--- src/npr_pkg.sv ---
`timescale 1ns / 1ps
package npr_pkg;

  localparam int MAX_POINTS = 4096;
  localparam int ADDR_W     = $clog2(MAX_POINTS);
  localparam int CNT_W      = ADDR_W + 1;

  localparam int COORD_W = 32;
  localparam int MAG_W   = 21;          // |dx| below 2^21 is the only useful range
  localparam int SQ_W    = 2 * MAG_W;
  localparam int D2_W    = SQ_W + 1;
  localparam int SID_W   = 31;
  localparam int SIDX_W  = 16;
  localparam int HIT_W   = 16;
  localparam int CFG_W   = 16;
  localparam int CFG_IDX_W = 2;

  localparam logic CMD_LOAD  = 1'b0;
  localparam logic CMD_QUERY = 1'b1;

  localparam logic [CFG_IDX_W-1:0] REG_SEARCH_RADIUS = 2'd0;
  localparam logic [CFG_IDX_W-1:0] REG_STOP_DISTANCE = 2'd1;

  localparam logic [CFG_W-1:0] RADIUS_RESET = 16'd100;
  localparam logic [CFG_W-1:0] STOP_RESET   = 16'd5;

  typedef struct packed {
    logic [COORD_W-1:0] x;
    logic [COORD_W-1:0] y;
    logic               filtered;
    logic               no_coord;
  } point_t;

  typedef struct packed {
    logic              en;
    logic [ADDR_W-1:0] addr;
    point_t            pt;
  } tbl_wr_t;

  typedef struct packed {
    logic              street_we;
    logic              hits_we;
    logic [ADDR_W-1:0] addr;
    logic [SID_W-1:0]  sid;
    logic [SIDX_W-1:0] sidx;
    logic [HIT_W-1:0]  hits;
  } info_req_t;

  typedef struct packed {
    logic [SID_W-1:0]  sid;
    logic [SIDX_W-1:0] sidx;
    logic [HIT_W-1:0]  hits;
  } info_rd_t;

endpackage

--- src/npr_sq.sv ---
`timescale 1ns / 1ps
module npr_sq import npr_pkg::*; (
  input  logic             clk,
  input  logic [MAG_W-1:0] a,
  input  logic [MAG_W-1:0] b,
  output logic [SQ_W-1:0]  a_sq_r,
  output logic [SQ_W-1:0]  b_sq_r
);

  always_ff @(posedge clk) begin
    a_sq_r <= SQ_W'(a) * SQ_W'(a);
    b_sq_r <= SQ_W'(b) * SQ_W'(b);
  end

endmodule

--- config.mk ---
export PLATFORM = sky130hd
export DESIGN_NAME = npr_sq
export DESIGN_NICKNAME = d
export VERILOG_FILES = /design/src/npr_pkg.sv /design/src/npr_sq.sv
export SDC_FILE = /design/constraint.sdc
export NUM_CORES = 2
export LEC_CHECK = 0
export BUFFER_PORTS_ARGS = -buffer_cell sky130_fd_sc_hd__clkbuf_2
export CELL_PAD_IN_SITES_DETAIL_PLACEMENT = 0
export CELL_PAD_IN_SITES_GLOBAL_PLACEMENT = 1
export CORE_ASPECT_RATIO = 0.5
export CORE_MARGIN = 2
export CORE_UTILIZATION = 55
export CTS_CLUSTER_SIZE = 20
export DETAILED_ROUTE_END_ITERATION = 7
export HOLD_SLACK_MARGIN = 0.08
export PLACE_DENSITY_LB_ADDON = 0.1
export SLEW_MARGIN = 20
export SYNTH_ARGS = -nofsm -noshare
export SYNTH_HDL_FRONTEND = slang
export SYNTH_SLANG_ARGS = --single-unit
--- constraint.sdc ---
create_clock -name clk -period 10.61 [get_ports clk]
set_input_delay 0.5305 -clock clk [delete_from_list [all_inputs] [get_ports clk]]
set_output_delay 0.5305 -clock clk [all_outputs]
set_load 0.01 [all_outputs]
==> impl_summary.log <==
[metrics] outcome: finished clean
[metrics] worst slew margin relative to its limit: 42.4%
[metrics] max-cap check violation count: 0
[metrics] count of input and output buffers: 124
[metrics] final cell count without fillers: 3546
[metrics] Final Cycle Share: 69.7%
[metrics] metal1 wirelength: 24.5 mm
[metrics] clock tree from TritonCTS: done
[metrics] Post-Syn Instances: 2862
[metrics] router iterations before antenna repair: 5
[metrics] top sig layer: met4
[metrics] number of ports placed on the die boundary: 127
[metrics] routed wire length: 58.8 mm
[metrics] adder and majority cell fraction of the synthesized area: 61.1%
[metrics] Post-Synthesis Cell Area: 26600 um2
[metrics] number of synthesis warnings: 0
[metrics] via/cell ratio: 5.06
[metrics] die footprint: 50300 um2
[metrics] area fraction in and, or, nand and nor cells after synthesis: 10.5%
[metrics] unrepaired setup endpoints after global routing: no
[metrics] async set or reset register ratio after synthesis: 0%
[metrics] wire length of the first global-routing pass: 98.6 mm
[metrics] synthesized-area fraction occupied by ao, oa, aoi and oai cells: 5.93%
[metrics] horizontal die dimension: 315 um
[metrics] Clock Sink Count: 82
[metrics] category of the worst setup path launch point: input port
[metrics] final layout net count: 3873
[metrics] met3 wirelength from detailed routing: 2.01 mm
[metrics] Setup Buffers After CTS: 0
[metrics] area of the core region: 47300 um2
[metrics] post-DP HPWL: 49.4 mm
[metrics] pin count of the biggest net entering global routing: 24
[metrics] clock input transition at the sequential cells of the worst setup and hold paths: 0.10 ns
[metrics] final weighted congestion in routability-driven placement: 0.849
[metrics] number of placement rows: 56
[metrics] number of global-route vias before repair: 19700
[metrics] remaining antenna violation count after routing: 0
[metrics] final-report max-slew violation count: 0
[metrics] count of flip-flops with a built-in enable after synthesis: 0
[metrics] time the final worst path needs with I/O delays and setup: 7.39 ns
[metrics] worst min-delay path category: in -> reg
[metrics] largest driver fanout on the critical path: 21
[metrics] signal arrival time at the worst endpoint: 7.64 ns
[metrics] Synth-to-Final Area Change: 5.12%
[metrics] most frequent standard cell in the layout excluding fill and tap cells: inv_1
[metrics] average routed wire per standard cell: 16.6 um
[metrics] total number of vias: 17900
[metrics] sequential cell area fraction in the yosys report: 6.16%
[metrics] number of library cell types mapped by synthesis: 61
[metrics] remaining global-route overflow: 0
[metrics] Mean Syn Cell Area: 9.30 um2
[metrics] final routed DRC violation total: 0
[metrics] Critical Path Source: a[8]
[metrics] FMAX: 135 MHz
[metrics] commonest non-fill, non-tap cells in the layout: inv_1, fa_1, ha_1
[metrics] root cell of the clock tree: clkbuf_16
[metrics] fraction of final layout cells sized beyond drive strength 1: 5.68%
[metrics] number of synthesized register bits: 82
[metrics] required time at the worst-slack endpoint: 10.86 ns
[metrics] number of endpoints with negative hold slack in the final report: 0
[metrics] Final Setup Violations: 0
[metrics] Filler Cells Inserted: 4277
[metrics] most used flip-flop cell after synthesis: dfxtp_1
[metrics] hold path startpoint: a[0]
[metrics] kind of capture point of the worst setup path: flop
[metrics] Worst Hold Margin: 0.702 ns
[metrics] Detail Route met2 WL: 31.2 mm
[metrics] antenna violations before repair: 2
[metrics] All-Layer GR Usage: 24.9%
[metrics] transition time at the pin with the least slew margin: 0.857 ns
[metrics] TritonCTS Buffers: 9
[metrics] share of cell area taken by muxes after synthesis: 0.122%
[metrics] H-tree levels: 3
[metrics] clock tree buffer depth: 2
[metrics] final setup TNS: 0 ns
[metrics] CTS Hold Buffers Added: 0
[metrics] number of gates resized after CTS: 0
[metrics] Synth Area in XOR/XNOR: 3.19%
[metrics] initial core utilization: 56.3%
[metrics] Die Height: 160 um
[metrics] Placed Cells: 3529
[metrics] main combinational cell family by area after synthesis: adder cells
[metrics] drt first-iter violations: 728
[metrics] class of the most critical setup path: in -> reg
cells in the mapped netlist (8+ instances only):
library cell  instances  area share (%)
inv_1               822              12
fa_1                620              47
ha_1                308              14
nand2_1             285             4.0
and2_1              157             3.7
clkbuf_1             91             1.3
a21oi_1              88             1.7
dfxtp_1              82             6.2
nor2_1               80             1.1
xnor2_1              60             2.0
a21o_1               45             1.3
o21ai_0              38            0.71
xor2_1               37             1.2
nor2b_1              13            0.31
and3_1               12            0.28
nand3_1              11            0.21
o21a_1               10            0.28
a31oi_1               9            0.21
or2_2                 8            0.19
registers in the layout, indices dropped and copies added (netlist names):
register,cells
a_sq_r,41
b_sq_r,41
logic make-up after synthesis:
logic type / Yosys count
fa+ha+maj: 928
buf+inv: 918
simple gates: 593
compound gates: 240
xor+xnor: 97
flops: 82
mux: 3
other cells: 1
critical path, stage by stage:
cell	delay, ns
clkbuf_2	0.41
nand2_1	0.20
fa_1	0.57
inv_1	0.05
fa_1	0.49
inv_1	0.05
fa_1	0.47
inv_1	0.05
fa_1	0.50
inv_1	0.05
fa_1	0.54
inv_1	0.05
fa_1	0.48
inv_1	0.05
fa_1	0.47
inv_1	0.04
ha_1	0.38
and4_1	0.23
nand2_1	0.08
nor3_1	0.47
o21a_1	0.32
o21a_1	0.30
o41ai_2	0.12
o21ai_1	0.31
a41oi_1	0.22
xnor2_1	0.17
final timing paths:
path,to,slack [ns],cells past startpoint
setup / recovery,a_sq_r[39]$_DFF_P_,3.22,26
hold / removal,a_sq_r[0]$_DFF_P_,0.70,1
final cells by class:
cell class                      count  area [um2]  area share [%]
Tap cell                          638         798            2.85
Clock inverter                      7        86.3           0.308
Inverter                          822        3090            11.0
Antenna cell                        1        2.50         0.00894
Clock buffer                        9         225           0.805
Multi-Input combinational cell   1863       21500            76.9
Timing Repair Buffer              124         621            2.22
Sequential cell                    82        1640            5.86
metal layers:
| metal | GRT usage [%] | vias to the layer above |
|---|---|---|
| met1 | 31.5 | 9128 |
| met4 | 5.69 | 0 |
| li1 | - | 8466 |
| met2 | 45.5 | 285 |
| met5 | 0 | - |
| met3 | 3.05 | 60 |
through the flow:
| stage | utilization (%) | worst slack [ns] | cell area [um2] |
|---|---|---|---|
| floorplan | - | 3.68 | 26600 |
| global placement | 58.5 | 2.87 | 27700 |
| detailed placement | 58.5 | 2.84 | 27700 |
| CTS | 59.2 | 3.25 | 28000 |
| global route | 59.2 | 2.90 | 28000 |
| finish | 59.2 | 3.22 | 28000 |
Power is left out: the tool's default activity adds up to more than one toggle a clock period on the data nets, which glitch-free logic cannot reach.
